===== src/rvde_pkg.sv =====
package rvde_pkg;

    localparam logic [6:0] OPC_LOAD    = 7'd3;
    localparam logic [6:0] OPC_OPIMM   = 7'd19;
    localparam logic [6:0] OPC_OPIMM_W = 7'd27;
    localparam logic [6:0] OPC_JALR    = 7'd103;
    localparam logic [6:0] OPC_AUIPC   = 7'd23;
    localparam logic [6:0] OPC_LUI     = 7'd55;
    localparam logic [6:0] OPC_STORE   = 7'd35;
    localparam logic [6:0] OPC_OP      = 7'd51;
    localparam logic [6:0] OPC_OP_W    = 7'd59;
    localparam logic [6:0] OPC_BRANCH  = 7'd99;
    localparam logic [6:0] OPC_JAL     = 7'd111;

    localparam logic [1:0] MEM_NONE  = 2'd0;
    localparam logic [1:0] MEM_LOAD  = 2'd1;
    localparam logic [1:0] MEM_STORE = 2'd2;

    // Operation class chosen by the front end
    localparam logic [2:0] K_NONE   = 3'd0;
    localparam logic [2:0] K_ALU    = 3'd1;
    localparam logic [2:0] K_MUL    = 3'd2;
    localparam logic [2:0] K_DIV    = 3'd3;
    localparam logic [2:0] K_CONST  = 3'd4;
    localparam logic [2:0] K_BRANCH = 3'd5;
    localparam logic [2:0] K_JALR   = 3'd6;

    localparam int QDEPTH = 2;
    localparam int DIV_STAGES = 32;

    typedef struct packed {
        logic [2:0]  kind;
        logic [2:0]  f3;
        logic        alt;
        logic [31:0] a;
        logic [31:0] b;
        logic [31:0] pc;
        logic [31:0] cval;     // constant result (lui, auipc, link)
        logic [31:0] target;   // branch or jal target
        logic [4:0]  dest_reg;
        logic        reg_write;
        logic [1:0]  mem_op;
        logic [1:0]  mem_size;
        logic [31:0] mem_address;
        logic [31:0] store_data;
        logic        illegal;
    } dec_t;

    typedef struct packed {
        logic [4:0]  dest_reg;
        logic        reg_write;
        logic [31:0] result;
        logic [31:0] next_pc;
        logic [1:0]  mem_op;
        logic [1:0]  mem_size;
        logic [31:0] mem_address;
        logic [31:0] store_data;
        logic        illegal;
    } res_t;

endpackage


===== src/rvde_queue.sv =====
module rvde_queue (
    input  logic            clk,
    input  logic            rst_n,
    input  logic            in_valid,
    output logic            in_ready,
    input  rvde_pkg::dec_t  in_data,
    output logic            out_valid,
    input  logic            out_ready,
    output rvde_pkg::dec_t  out_data
);
    import rvde_pkg::*;

    dec_t       mem_reg [QDEPTH];
    logic [0:0] wp_reg, rp_reg;
    logic [1:0] cnt_reg;
    logic       push, pop;

    assign in_ready  = (cnt_reg != 2'(QDEPTH));
    assign out_valid = (cnt_reg != 2'd0);
    assign out_data  = mem_reg[rp_reg];
    assign push = in_valid && in_ready;
    assign pop  = out_valid && out_ready;

    // Hold decoded items until the back end takes them
    always_ff @(posedge clk or negedge rst_n)
    begin
        if (!rst_n)
        begin
            wp_reg <= '0;
            rp_reg <= '0;
            cnt_reg <= '0;
        end
        else
        begin
            if (push) wp_reg <= wp_reg + 1'b1;
            if (pop) rp_reg <= rp_reg + 1'b1;
            cnt_reg <= cnt_reg + {1'b0, push} - {1'b0, pop};
        end
    end

    always_ff @(posedge clk)
    begin
        if (push) mem_reg[wp_reg] <= in_data;
    end

endmodule


===== config.mk =====
export PLATFORM = sky130hd
export DESIGN_NAME = rvde_queue
export DESIGN_NICKNAME = d
export VERILOG_FILES = /design/src/rvde_pkg.sv /design/src/rvde_queue.sv
export SDC_FILE = /design/constraint.sdc
export NUM_CORES = 1
export LEC_CHECK = 0
export BUFFER_PORTS_ARGS = -buffer_cell sky130_fd_sc_hd__buf_2
export CORE_MARGIN = 5
export CORE_UTILIZATION = 57
export DETAILED_ROUTE_END_ITERATION = 10
export HOLD_SLACK_MARGIN = 0.08
export PLACE_DENSITY = 0.86
export SLEW_MARGIN = 20
export SYNTH_ARGS = -nofsm -noshare
export SYNTH_HDL_FRONTEND = slang
export SYNTH_SLANG_ARGS = --single-unit

===== constraint.sdc =====
create_clock -name clk -period 17 [get_ports clk]
set_input_delay 0 -clock clk [delete_from_list [all_inputs] [get_ports clk]]
set_output_delay 0 -clock clk [all_outputs]
set_load 0.1 [all_outputs]

==> results.cfg <==
[outcome]
status = complete, no violations

[clock_tree]
cts_max_path_buffers = 3
h-tree-depth = 2
clk_latency_ps = 540
clkTransAtPathRegs_ps = 60
cts_tree = done
root_buffer = clkbuf_16
clock-sinks = 488
cts-buffers-inserted = 48

[setup_path]
crit_type = flop to output pin
arrival_ps = 3650
crit_path_top_delay_cell = buf_4
timing.critical_path.mode_cell = buf_4
crit_path_start_kind = flop
critPathTopFamily = buffers and inverters
r2r-end = mem_reg[1][203]$_DFFE_PP_
worstRegToRegCells = 4
r2r_start = cnt_reg[0]$_DFF_PN0_
end_kind = output pin
r2r_setup_slack_ps = 13730
path_buf_inv = 3
cp_max_fo = 72
required_ps = 17000
critPathMaxStageDelay_ps = 890
path_cells = buf_4, buf_4, mux2_2, buf_2

[yosys]
syn_nets = 1022
synth_cell_type_count = 19
ys_warn_count = 0
syn_area_per_cell_sq_um = 23.7
synth_top_area_share_pct = 79.1
synth_seq_cells = 488
syn_inst = 775
ys_seq_area_share_pct = 79.6
synth_largest_area_cell = edfxtp_1
syn_area_sq_mm = 0.0184
ys_top_cells_by_area = edfxtp_1 (79%), mux2_4 (14%), mux2_2 (4.4%)

[placement]
dp.cells = 1650
port_buffers = 489
gp_congestion = 0.784
hpwlAfterDp_um = 27300

[route]
drt_first_pass_iters = 5
met1Wirelength_um = 16900
wl_um = 49800
wl_per_cell_um = 25.1
highest_layer = met4
wl_met3_um = 3910
vias = 10700
drc_errors = 0
viasPerCell = 5.40
drt_iter0_markers = 909
wl_met2_um = 27400
ant_nets = 0

[worst_hold_path]
worstHoldStart = in_data[167]
hp-class = input pin to flop
holdPathEnd = mem_reg[1][167]$_DFFE_PP_
min_delay_path_depth = 2

[timing]
finalCritPeriodShare_pct = 21.5
tightest_slew_ps = 1110
skew_ps = 17.6
fin_tns_setup_ps = 0
maxSlewViolCount = 0
finalHoldViolCount = 0
setup_viol = 0
slew_headroom_pct = 25.8
rsz0062_at_grt = no
fmax_ghz = 0.274
fin_crit_ps = 3650

[cells_and_area]
mostFrequentLayoutCells = buf_2 (489), edfxtp_1 (484), dlygate4sd3_1 (246)
final_nets = 1791
largest_register_ffs = 484
finalNonFillerCells = 1983
fill_cells = 1450
final_layout_size_suffix_gt1_share_pct = 51.5
final_common_cell = buf_2
syn2layout_area_growth_pct = 37.4

[floorplanning]
start_util_pct = 57.9
num_rows = 65
die_area_sq_mm = 0.0359
core-area_sq_mm = 0.0317
ioPinCount = 490
chipWidth_um = 190
dieHeight_um = 190

[global_route]
antenna_found_initial = 2
gr-total-overflow = 0
grt_max_degree = 86
first_global_vias = 12000
grtUsageTotal_pct = 27.0
grt_pass1_wl_um = 73300

[run]
cap_violations = 0
[routing by layer]
layer  GRT usage, %  vias to the layer above
met5              0                        -
met4           8.90                        0
met3           6.33                       97
met2           50.9                      627
met1           30.1                     5346
li1               -                     4633
[worst max-delay path by stage]
stage	startpoint	endpoint	slack [ps]	depth (start not counted)
3_3_place_gp	cnt_reg[0]$_DFF_PN0_	mem_reg[1][138]$_DFFE_PP_	13860	4
6_report	rp_reg$_DFFE_PN0P_	out_data[25]	13350	4
4_1_cts	rp_reg$_DFFE_PN0P_	out_data[74]	13350	4
2_1_floorplan	cnt_reg[0]$_DFF_PN0_	mem_reg[0][0]$_DFFE_PP_	4640	3
3_5_place_dp	cnt_reg[0]$_DFF_PN0_	mem_reg[1][167]$_DFFE_PP_	13800	4
5_1_grt	rp_reg$_DFFE_PN0P_	out_data[25]	13150	4
[metrics by stage]
stage               util [%]  hold WS [ps]  setup WS (ps)  instance area (sq um)
finish                  79.6           187          13350                  25200
global route            79.6           165          13150                  25200
CTS                     79.6           163          13350                  25200
detailed placement      66.8          -183          13800                  21200
global placement        66.7          -188          13860                  21200
floorplan                  -          -296           4640                  18400
[synthesized netlist by cell type]
cell / number
nand2_1: 2
xnor2_1: 3
a21bo_2: 1
nor2_1: 3
edfxtp_1: 484
and3_1: 1
mux2_4: 170
nand3_1: 1
nor2b_1: 1
ha_1: 1
nand2b_1: 1
mux2_2: 72
dfrtp_1: 4
a32oi_1: 1
buf_2: 7
buf_6: 20
or2_2: 1
o21ai_0: 1
a211oi_1: 1
[layout make-up]
type                       instances  area (sq um)  share of cell area, %
antenna                            2          5.00                 0.0198
clock buffer                      56          1250                   4.96
clock inverter                    29           333                   1.32
multi-input combinational        260          3490                   13.8
sequential                       488         14600                   58.0
tap                              402           503                   1.99
timing repair buffer             746          5020                   19.9
[what timing repair did]
item                      in CTS  in global routing
setup buffers                  0                  0
gates resized for setup        0                  0
hold endpoints to repair     495                  0
hold buffers                 246                  0
[cell families after synthesis]
family                     Yosys count  synth area share (%)
and+or+nand+nor                     10                 0.266
buffers and inverters               27                  1.42
muxes                              242                  18.3
adders and majority gates            1                0.0681
AOI/OAI and AO/OA                    4                 0.170
DFF                                488                  79.6
xor gates and xnor gates             3                 0.143
Power is not shown: default switching activity piles up to over one toggle a cycle in this logic, so the estimate is an artifact.
