--- src/rvde_pkg.sv ---
package rvde_pkg;

    localparam logic [6:0] OPC_LOAD    = 7'd3;
    localparam logic [6:0] OPC_OPIMM   = 7'd19;
    localparam logic [6:0] OPC_OPIMM_W = 7'd27;
    localparam logic [6:0] OPC_JALR    = 7'd103;
    localparam logic [6:0] OPC_AUIPC   = 7'd23;
    localparam logic [6:0] OPC_LUI     = 7'd55;
    localparam logic [6:0] OPC_STORE   = 7'd35;
    localparam logic [6:0] OPC_OP      = 7'd51;
    localparam logic [6:0] OPC_OP_W    = 7'd59;
    localparam logic [6:0] OPC_BRANCH  = 7'd99;
    localparam logic [6:0] OPC_JAL     = 7'd111;

    localparam logic [1:0] MEM_NONE  = 2'd0;
    localparam logic [1:0] MEM_LOAD  = 2'd1;
    localparam logic [1:0] MEM_STORE = 2'd2;

    // Operation class chosen by the front end
    localparam logic [2:0] K_NONE   = 3'd0;
    localparam logic [2:0] K_ALU    = 3'd1;
    localparam logic [2:0] K_MUL    = 3'd2;
    localparam logic [2:0] K_DIV    = 3'd3;
    localparam logic [2:0] K_CONST  = 3'd4;
    localparam logic [2:0] K_BRANCH = 3'd5;
    localparam logic [2:0] K_JALR   = 3'd6;

    localparam int QDEPTH = 2;
    localparam int DIV_STAGES = 32;

    typedef struct packed {
        logic [2:0]  kind;
        logic [2:0]  f3;
        logic        alt;
        logic [31:0] a;
        logic [31:0] b;
        logic [31:0] pc;
        logic [31:0] cval;     // constant result (lui, auipc, link)
        logic [31:0] target;   // branch or jal target
        logic [4:0]  dest_reg;
        logic        reg_write;
        logic [1:0]  mem_op;
        logic [1:0]  mem_size;
        logic [31:0] mem_address;
        logic [31:0] store_data;
        logic        illegal;
    } dec_t;

    typedef struct packed {
        logic [4:0]  dest_reg;
        logic        reg_write;
        logic [31:0] result;
        logic [31:0] next_pc;
        logic [1:0]  mem_op;
        logic [1:0]  mem_size;
        logic [31:0] mem_address;
        logic [31:0] store_data;
        logic        illegal;
    } res_t;

endpackage

--- src/rvde_decode.sv ---
module rvde_decode (
    input  logic [31:0]   instruction,
    input  logic [31:0]   pc,
    input  logic [31:0]   rs1_value,
    input  logic [31:0]   rs2_value,
    output rvde_pkg::dec_t dec
);
    import rvde_pkg::*;

    logic [6:0]  op;
    logic [2:0]  f3;
    logic [6:0]  f7;
    logic [31:0] immi, imms, immb, immj, immu;
    logic        ok;

    assign op = instruction[6:0];
    assign f3 = instruction[14:12];
    assign f7 = instruction[31:25];
    assign immi = {{20{instruction[31]}}, instruction[31:20]};
    assign imms = {{20{instruction[31]}}, instruction[31:25], instruction[11:7]};
    assign immb = {{20{instruction[31]}}, instruction[7], instruction[30:25],
                   instruction[11:8], 1'b0};
    assign immj = {{12{instruction[31]}}, instruction[19:12], instruction[20],
                   instruction[30:21], 1'b0};
    assign immu = {instruction[31:12], 12'd0};

    // Classify the instruction and prepare operands
    always_comb
    begin
        dec = '0;
        ok = 1'b1;
        dec.f3 = f3;
        dec.a = rs1_value;
        dec.b = rs2_value;
        dec.pc = pc;
        dec.target = pc + 32'd4;
        case (op)
            OPC_LOAD:
            begin
                if (f3 == 3'd3 || f3 > 3'd5) ok = 1'b0;
                dec.kind = K_CONST;
                dec.reg_write = 1'b1;
                dec.mem_op = MEM_LOAD;
                dec.mem_size = {1'b0, f3[0]} | {f3[1] & ~f3[2], 1'b0};
                dec.mem_address = rs1_value + immi;
            end
            OPC_STORE:
            begin
                if (f3 > 3'd2) ok = 1'b0;
                dec.kind = K_NONE;
                dec.mem_op = MEM_STORE;
                dec.mem_size = f3[1:0];
                dec.mem_address = rs1_value + imms;
                dec.store_data = rs2_value;
            end
            OPC_OPIMM, OPC_OPIMM_W:
            begin
                if (f3 == 3'd1 && f7 != 7'd0) ok = 1'b0;
                if (f3 == 3'd5 && f7 != 7'd0 && f7 != 7'd32) ok = 1'b0;
                dec.kind = K_ALU;
                dec.reg_write = 1'b1;
                dec.alt = (f3 == 3'd5) && (f7 == 7'd32);
                dec.b = immi;
            end
            OPC_OP, OPC_OP_W:
            begin
                dec.reg_write = 1'b1;
                if (f7 == 7'd1)
                    dec.kind = f3[2] ? K_DIV : K_MUL;
                else if (f7 == 7'd0)
                    dec.kind = K_ALU;
                else if (f7 == 7'd32 && (f3 == 3'd0 || f3 == 3'd5))
                begin
                    dec.kind = K_ALU;
                    dec.alt = 1'b1;
                end
                else
                    ok = 1'b0;
            end
            OPC_LUI:
            begin
                dec.kind = K_CONST;
                dec.reg_write = 1'b1;
                dec.cval = immu;
            end
            OPC_AUIPC:
            begin
                dec.kind = K_CONST;
                dec.reg_write = 1'b1;
                dec.cval = pc + immu;
            end
            OPC_JAL:
            begin
                dec.kind = K_CONST;
                dec.reg_write = 1'b1;
                dec.cval = pc + 32'd4;
                dec.target = pc + immj;
            end
            OPC_JALR:
            begin
                if (f3 != 3'd0) ok = 1'b0;
                dec.kind = K_JALR;
                dec.reg_write = 1'b1;
                dec.cval = pc + 32'd4;
                dec.b = immi;
            end
            OPC_BRANCH:
            begin
                if (f3 == 3'd2 || f3 == 3'd3) ok = 1'b0;
                dec.kind = K_BRANCH;
                dec.cval = pc + 32'd4;
                dec.target = pc + immb;
            end
            default: ok = 1'b0;
        endcase
        if (!ok)
        begin
            dec = '0;
            dec.kind = K_NONE;
            dec.target = pc + 32'd4;
            dec.illegal = 1'b1;
        end
        else
            dec.dest_reg = dec.reg_write ? instruction[11:7] : 5'd0;
    end

endmodule

--- config.mk ---
export PLATFORM = sky130hd
export DESIGN_NAME = rvde_decode
export DESIGN_NICKNAME = d
export VERILOG_FILES = /design/src/rvde_pkg.sv /design/src/rvde_decode.sv
export SDC_FILE = /design/constraint.sdc
export NUM_CORES = 1
export LEC_CHECK = 0
export BUFFER_PORTS_ARGS = -buffer_cell sky130_fd_sc_hd__buf_2
export CAP_MARGIN = 20
export CORE_AREA = 2 2 143 145
export DETAILED_ROUTE_END_ITERATION = 8
export DIE_AREA = 0 0 145 147
export GPL_TIMING_DRIVEN = 0
export PLACE_DENSITY = 0.64
export SYNTH_ARGS = -nofsm -noshare
export SYNTH_HDL_FRONTEND = slang
export SYNTH_SLANG_ARGS = --single-unit
--- constraint.sdc ---
create_clock -name vclk -period 9.9
set_input_delay 0.99 -clock vclk [all_inputs]
set_output_delay 0.99 -clock vclk [all_outputs]
set_load 0.02 [all_outputs]
==> results of run 1 <==
## per-layer routing
| layer | global-route usage (%) | vias up | wire [µm] |
|---|---|---|---|
| li1 | - | 4707 | - |
| met1 | 38.41 | 4499 | 14260 |
| met2 | 49.12 | 466 | 14890 |
| met3 | 3.478 | 54 | 2581 |
| met4 | 9.158 | 0 | 1044 |
| met5 | 0 | - | 0 |
## critical path, cell delays in order
cell	delay, ps
buf_2	120
buf_2	220
nand2_1	100
nor2_1	130
nand3_1	110
nor3_1	710
clkbuf_1	450
nand2_1	300
o21ai_0	190
ha_1	300
a21oi_1	300
o21ai_0	200
nor4_1	330
o21ai_1	230
nor3_1	360
o31a_1	200
xor2_1	140
a21oi_1	70
buf_2	150
## layout make-up
cell class / count / area [µm²]
diodes: 1 / 2.502
plain buffers: 62 / 292.8
fillers: 2093 / 10400
inverters: 31 / 116.4
multi-input cells: 1020 / 6840
well taps: 270 / 337.8
repair buffers: 370 / 1852
## synthesized netlist by cell type, types with 3 or more instances
cell type | instances | area (µm²)
nor2_1 | 137 | 514.2
a21oi_1 | 116 | 580.6
and2_1 | 105 | 656.9
nand2_1 | 96 | 360.4
ha_1 | 82 | 1026
o21ai_0 | 62 | 310.3
xnor2_1 | 58 | 508.0
a21o_1 | 51 | 382.9
xor2_1 | 41 | 359.1
clkbuf_1 | 40 | 150.1
inv_1 | 31 | 116.4
nand3_1 | 29 | 145.1
nor3_1 | 18 | 90.09
mux2i_1 | 16 | 160.2
a31oi_1 | 15 | 93.84
and3_1 | 14 | 87.58
buf_2 | 14 | 70.07
nand2b_1 | 13 | 81.33
nor2b_1 | 12 | 75.07
o21a_1 | 12 | 90.09
nand4_1 | 11 | 68.82
mux2_2 | 10 | 112.6
o21ai_1 | 9 | 45.04
a222oi_1 | 8 | 80.08
a21oi_2 | 7 | 61.31
a22oi_1 | 6 | 45.04
a211o_1 | 4 | 35.03
and4_1 | 4 | 35.03
o21bai_1 | 4 | 30.03
o31a_1 | 4 | 35.03
o31ai_1 | 4 | 30.03
or3_1 | 4 | 25.02
a21boi_0 | 3 | 22.52
a21boi_1 | 3 | 22.52
buf_4 | 3 | 22.52
fa_1 | 3 | 60.06
mux2_1 | 3 | 33.78
o22a_1 | 3 | 26.28
o22ai_1 | 3 | 18.77
## path summary, 6_finish.rpt
path | slack, ps | to | start
setup / recovery | 3280 | dec[103] | instruction[5]
hold / removal | 2290 | dec[75] | pc[0]
## layout by cell type, fill, tap and decap left out, types with 40 or more instances in the layout
| cell type | count |
|---|---|
| xnor2_1 | 58 |
| o21ai_0 | 62 |
| buf_2 | 384 |
| a21oi_1 | 116 |
| nor2_1 | 137 |
| xor2_1 | 41 |
| a21o_1 | 51 |
| and2_1 | 105 |
| clkbuf_1 | 40 |
| nand2_1 | 96 |
| ha_1 | 82 |
## power groups by stage
stage | Sequential, mW | Combinational (mW) | Clock [mW]
floorplan | 0 | 0.301 | 0
global placement | 0 | 0.428 | 0
detailed placement | 0 | 0.431 | 0
CTS | 0 | 0.434 | 0
global route | 0 | 0.482 | 0
finish | 0 | 0.439 | 0.000000000749
## metrics by stage
stage	area, µm²	setup WS [ps]	hold slack (ps)	util [%]
global route	9439	2860	2302	47.57
finish	9442	3278	2292	47.58
detailed placement	9439	3355	2293	47.57
CTS	9439	3324	2293	47.57
global placement	9439	3375	2293	47.57
floorplan	7249	4337	2065	-
## logic make-up (layout without fill, tap and decap cells)
kind of cell | Yosys count | in the layout | synth area share, %
compound gates | 342 | 342 | 30.96
xor+xnor | 99 | 99 | 11.96
fa+ha+maj | 85 | 85 | 14.98
buf+inv | 93 | 463 | 5.644
mux | 29 | 29 | 4.228
other cells | 0 | 1 | 0
simple gates | 465 | 465 | 32.22
==> flow_metrics.tcl, run 1 <==
set metrics [dict create \
    worstHoldPathCells 3 \
    swShare_pct 59.93 \
    final_cells 1754 \
    yosysWarnings 0 \
    combPwrFrac_pct 100.0 \
    vias_per_cell 5.545 \
    maxCapViolations 0 \
    avgSynthCellArea_um2 6.513 \
    vdd.ir_drop.worst_mv 0.02079 \
    powerDensity_mw_per_mm2 46.49 \
    post-cts-setup-buffers 0 \
    antenna_found_initial 1 \
    hold_violations 0 \
    power_switching_mw 0.2631 \
    power.leakage_nw 5.071 \
    drtPass1Iterations 5 \
    rsz0062_at_grt "no" \
    min_path_type "primary input to output port" \
    worstSetupStartpointType "primary input" \
    ant_nets 0 \
    core_area_mm2 0.01984 \
    grt_max_degree 39 \
    num_rows 52 \
    finalCriticalPeriod_ps 6622 \
    cts_hold_buf 0 \
    status "finished clean" \
    drive_gt1_share_pct 29.33 \
    p_total_mw 0.4390 \
    io_pins 370 \
    worst_ep_arrival_time_ps 5630 \
    pwr-share-seq_pct 0 \
    ys_seq_area_share_pct 0 \
    final.period_utilization_pct 66.89 \
    worst_pin_slew_ps 969.0 \
    syn-num-nets 1326 \
    maxSlewViolCount 0 \
    syn_to_final_growth_pct 30.24 \
    path_class "primary input to output port" \
    nets 1698 \
    worst-path-max-fanout 10 \
    syn-instance-count 1113 \
    initial_core_util_pct 36.53 \
    synth_cell_types 83 \
    grt_overflow 0 \
    grt_pass1_wl_um 49670 \
    wire_per_inst_um 18.69 \
    cts_resized 0 \
    die_area_mm2 0.02132 \
    place_hpwl_um 27430 \
    tns_ps 0 \
    syn_area_mm2 0.007249 \
    clkPwrFrac_pct 0 \
    grt_pass1_vias 9064 \
    gp_congestion 0.9575 \
    finalSetupViolations 0 \
    drt_iter0_drc 645 \
    grt_usage_pct 28.97 \
    dp.cells 1753 \
    clkbuf_count 0 \
    fmax_mhz 151.0 \
    endpoint_kind "output port" \
    p_int_mw 0.1759 \
    drc 0 \
    relSlewSlack_pct 35.40 \
    numSequentialCells 0 \
    port_buffers 370 \
    wl_um 32780 \
    die_y_um 147 \
    worstPathRequired_ps 8910 \
    die_w_um 145 \
    vias 9726 \
    seq_area_um2 0 \
]
(Power assumes the default switching activity.)
==> inputs of run 2 (changes only) <==
--- a/config.mk
+++ b/config.mk
@@ -7,11 +7,11 @@
 export LEC_CHECK = 0
 export BUFFER_PORTS_ARGS = -buffer_cell sky130_fd_sc_hd__buf_2
 export CAP_MARGIN = 20
-export CORE_AREA = 2 2 143 145
+export CORE_AREA = 2 2 144 146
 export DETAILED_ROUTE_END_ITERATION = 8
-export DIE_AREA = 0 0 145 147
+export DIE_AREA = 0 0 146 148
 export GPL_TIMING_DRIVEN = 0
-export PLACE_DENSITY = 0.64
+export PLACE_DENSITY = 0.66
 export SYNTH_ARGS = -nofsm -noshare
 export SYNTH_HDL_FRONTEND = slang
 export SYNTH_SLANG_ARGS = --single-unit
==> constraint.sdc (replaced) <==
create_clock -name vclk -period 6.07
set_input_delay 0.607 -clock vclk [all_inputs]
set_output_delay 0.607 -clock vclk [all_outputs]
set_load 0.02 [all_outputs]
==> run 2 against run 1 <==
Worst setup slack got worse by 2700 ps. Non-clock buffer count did not move. Critical path depth rose by 2. Largest cell class unchanged. Clock-buffer cell count did not move. Sequential cell count did not move. Total power rose by 63%. Highest routed layer is now met5. First-iteration DRC count fell by 23%. Combinational power rose by 63%. Critical endpoint is now dec[106]. Critical path type unchanged.
==> flow_metrics.tcl, run 2 (synthesis gave the netlist of run 1 again) <==
set metrics [dict create \
    status "finished clean" \
    worst_pin_slew_ps 970.9 \
    multi_input_area_mm2 0.006845 \
    port_buffers 370 \
    place_hpwl_um 27090 \
    initial_core_util_pct 36.18 \
    path_class "primary input to output port" \
    grt_pass1_vias 8924 \
    fill_cells 2151 \
    cpPeakStageDelay_ps 470 \
    grt_pass1_wl_um 48780 \
    worst_ep_arrival_time_ps 4910 \
    post-cts-setup-buffers 0 \
    worstSetupStartpointType "primary input" \
    swShare_pct 59.90 \
    ant_nets 0 \
    drive_gt1_share_pct 29.40 \
    gp_congestion 0.9625 \
    nets 1698 \
    grt_max_degree 39 \
    wire_per_inst_um 18.53 \
    wl_um 32550 \
    final.period_utilization_pct 90.94 \
    die_y_um 148 \
    power_switching_mw 0.4288 \
    grt_usage_pct 28.10 \
    drt_iter0_drc 495 \
    grt_overflow 0 \
    worstPathCellList "buf_2 -> buf_2 -> nand2_1 -> nor2_1 -> nand3_1 -> nor3_2 -> clkbuf_1 -> nand2_1 -> o21ai_0 -> ha_1 -> nand2_1 -> o211ai_1 -> a22oi_2 -> o311ai_4 -> o21a_4 -> a211oi_2 -> nor3_1 -> a21oi_2 -> xnor2_1 -> a21oi_1 -> buf_2" \
    seq_area_um2 0 \
    rsz0062_at_grt "no" \
    p_int_mw 0.2871 \
    critPathSlowestCell "clkbuf_1" \
    relSlewSlack_pct 35.27 \
    powerDensity_mw_per_mm2 75.74 \
    worstPathRequired_ps 5460 \
    final_common_cell "buf_2" \
    die_w_um 146 \
    combPwrFrac_pct 100.0 \
    vias 9632 \
    power.leakage_nw 5.072 \
    min_path_type "primary input to output port" \
    io_pins 370 \
    vdd.ir_drop.worst_mv 0.03518 \
    numSequentialCells 0 \
    final_cell_mix "buf_2 (384), nor2_1 (137), a21oi_1 (116)" \
    worst_hold_slack_ps 1532 \
    hold_violations 0 \
    maxCapViolations 0 \
    pwr-share-seq_pct 0 \
    finalSetupViolations 0 \
    clkPwrFrac_pct 0 \
    num_rows 52 \
    drc 0 \
    fmax_mhz 181.2 \
    syn_to_final_growth_pct 30.38 \
    vias_per_cell 5.485 \
    finalCriticalPeriod_ps 5520 \
    core_area_mm2 0.02004 \
    maxSlewViolCount 0 \
    drtPass1Iterations 6 \
    antenna_found_initial 4 \
    worst-path-max-fanout 10 \
    die_area_mm2 0.02161 \
    tns_ps 0 \
    clkbuf_count 0 \
    endpoint_kind "output port" \
]
==> run 2: per-stage QoR <==
step	instance area, µm²	instances	setup slack (ps)	utilization, %	power, mW
finish	9452	1756	549.8	47.17	0.7159
global route	9449	1755	130.3	47.15	0.7835
CTS	9439	1753	380.5	47.10	0.7073
detailed placement	9439	1753	385.1	47.10	0.7026
global placement	9439	1753	417.1	47.10	0.6978
floorplan	7249	1113	1273	-	0.4906
==> run 2: path summary, 6_finish.rpt <==
check      startpoint       end  slack [ps]  depth (start not counted)
min             pc[0]   dec[75]        1530                          3
max    instruction[5]  dec[106]         550                         21
==> run 2: layout make-up <==
class | count | area share, %
buffer | 62 | 3.098
multi-input combinational | 1020 | 72.43
timing repair buffer | 370 | 19.59
antenna | 3 | 0.07943
inverter | 31 | 1.231
tap | 270 | 3.574
==> run 2: worst max-delay path, delay by kind of cell <==
| kind | cells | cell delay, ps |
|---|---|---|
| AND/OR/NAND/NOR | 7 | 1340 |
| buffers and inverters | 4 | 990 |
| adder cells (fa/ha/maj) | 1 | 330 |
| XOR/XNOR | 1 | 80 |
| AO/OA/AOI/OAI | 8 | 1560 |
==> run 2: timing repair <==
item | CTS | global route
hold buffers | 0 | 0
gates resized for setup | 0 | 1
setup endpoints to repair | 0 | 4
==> run 2: power by group through the flow <==
| stage | logic [mW] | clock network [mW] | registers [mW] |
|---|---|---|---|
| 2_1_floorplan | 0.491 | 0 | 0 |
| 3_3_place_gp | 0.698 | 0 | 0 |
| 3_5_place_dp | 0.703 | 0 | 0 |
| 4_1_cts | 0.707 | 0 | 0 |
| 5_1_grt | 0.784 | 0.0000000441 | 0 |
| 6_report | 0.716 | 0.0000000661 | 0 |
==> run 2: metal layers <==
metal / share of wire (%) / track usage, % / routed length (µm) / vias up
met4: 3.3 / 7.864 / 1065 / 2
met5: 0.040 / 0 / 13 / -
met1: 43 / 36.75 / 14030 / 4374
met2: 45 / 47.31 / 14500 / 483
li1: - / - / - / 4705
met3: 9.0 / 5.278 / 2936 / 68
==> inputs of run 3 (changes only) <==
--- a/config.mk
+++ b/config.mk
@@ -12,6 +12,7 @@
 export DIE_AREA = 0 0 146 148
 export GPL_TIMING_DRIVEN = 0
 export PLACE_DENSITY = 0.66
+export SLEW_MARGIN = 10
 export SYNTH_ARGS = -nofsm -noshare
 export SYNTH_HDL_FRONTEND = slang
 export SYNTH_SLANG_ARGS = --single-unit
==> constraint.sdc (replaced) <==
create_clock -name vclk -period 6.07
set_input_delay 0.9105 -clock vclk [all_inputs]
set_output_delay 0.9105 -clock vclk [all_outputs]
set_load 0.02 [all_outputs]
==> run 3 against run 2 <==
Total power rose by 0.19%. Critical path depth fell by 1. Worst hold slack improved by 610 ps.
==> flow_metrics.tcl, run 3 (synthesis gave the netlist of run 1 again) <==
set metrics [dict create \
    dp.cells 1753 \
    initial_core_util_pct 36.18 \
    die_area_mm2 0.02161 \
    grt_pass1_wl_um 48790 \
    syn_to_final_growth_pct 30.91 \
    multi_input_area_mm2 0.006865 \
    place_hpwl_um 27090 \
    worst_pin_slew_ps 955.8 \
    wire_per_inst_um 18.52 \
    port_buffers 370 \
    hold_violations 0 \
    wl_um 32570 \
    endpoint_kind "output port" \
    final_area_mm2 0.009490 \
    nets 1700 \
    worst_ep_arrival_time_ps 4950 \
    vias_per_cell 5.502 \
    place_ws_ps -221.9 \
    status "finished clean" \
    grt_max_degree 39 \
    maxSlewViolCount 0 \
    die_w_um 146 \
    vdd.ir_drop.worst_mv 0.03521 \
    vias 9678 \
    core_area_mm2 0.02004 \
    drc 0 \
    path_class "primary input to output port" \
    clkbuf_count 0 \
    final_cell_mix "buf_2 (385), nor2_1 (137), a21oi_1 (116)" \
    utilization_pct 47.36 \
    rsz0062_at_grt "no" \
    num_rows 52 \
    worst-path-max-fanout 10 \
    die_y_um 148 \
    drtPass1Iterations 5 \
    powerDensity_mw_per_mm2 75.58 \
    worstPathRequired_ps 5160 \
    antenna_found_initial 4 \
    maxCapViolations 0 \
    grt_overflow 0 \
    io_pins 370 \
    p_total_mw 0.7172 \
    worst_hold_slack_ps 2140 \
    worstSetupStartpointType "primary input" \
    numSequentialCells 0 \
    drive_gt1_share_pct 29.63 \
    placed_cell_area_mm2 0.009439 \
    power.leakage_nw 5.096 \
    final_cells 1759 \
    fmax_mhz 170.6 \
    cts_hold_buf 0 \
    finalSetupViolations 0 \
    seq_area_um2 0 \
    layout_setup_ws_ps 207.5 \
    min_path_type "primary input to output port" \
    final_common_cell "buf_2" \
    ant_nets 0 \
    grt_pass1_vias 8919 \
    relSlewSlack_pct 36.28 \
    drt_iter0_drc 517 \
    finalCriticalPeriod_ps 5863 \
    final.period_utilization_pct 96.58 \
    gp_congestion 0.9625 \
    grt_usage_pct 28.10 \
    tns_ps 0 \
    fill_cells 2148 \
]
==> run 3: worst paths after layout <==
check / from / to / cells past startpoint
worst min-delay path: pc[0] / dec[75] / 3
worst max-delay path: instruction[5] / dec[99] / 20
==> run 3: critical path, cell delays in order <==
cell and delay [ps]:
buf_2 110, buf_2 220, nand2_1 100, nor2_1 130, nand3_1 160, nor3_4 220
buf_4 160, mux2_2 380, ha_1 280, a21o_1 170, a21oi_1 280, o21a_1 190
nor3_2 80, o31a_1 330, a31oi_1 350, o31ai_1 150, o22a_1 230, xnor2_1 130
mux2i_1 180, buf_2 200
==> run 3: report_power, final <==
part / internal, mW / switching (mW)
Clock: 0.0000000883 / 0
Sequential: 0 / 0
Combinational: 0.287 / 0.430
==> run 3: repair_timing <==
item	CTS	global route
pin swaps	0	2
resized for setup	1	6
gates cloned	0	0
setup endpoints to repair	8	13
buffers inserted	0	2
==> run 3: cell type report <==
type	instances	share of cell area [%]
plain buffers	62	3.098
repair buffers	372	19.67
well taps	270	3.560
multi-input cells	1020	72.34
inverters	31	1.226
diodes	4	0.1055
==> run 3: metal layers <==
metal | global-route usage [%] | vias up | wire length [µm]
met4 | 7.864 | 2 | 1010
li1 | - | 4714 | -
met2 | 47.31 | 486 | 14630
met5 | 0 | - | 13
met1 | 36.77 | 4414 | 13900
met3 | 5.278 | 62 | 3016
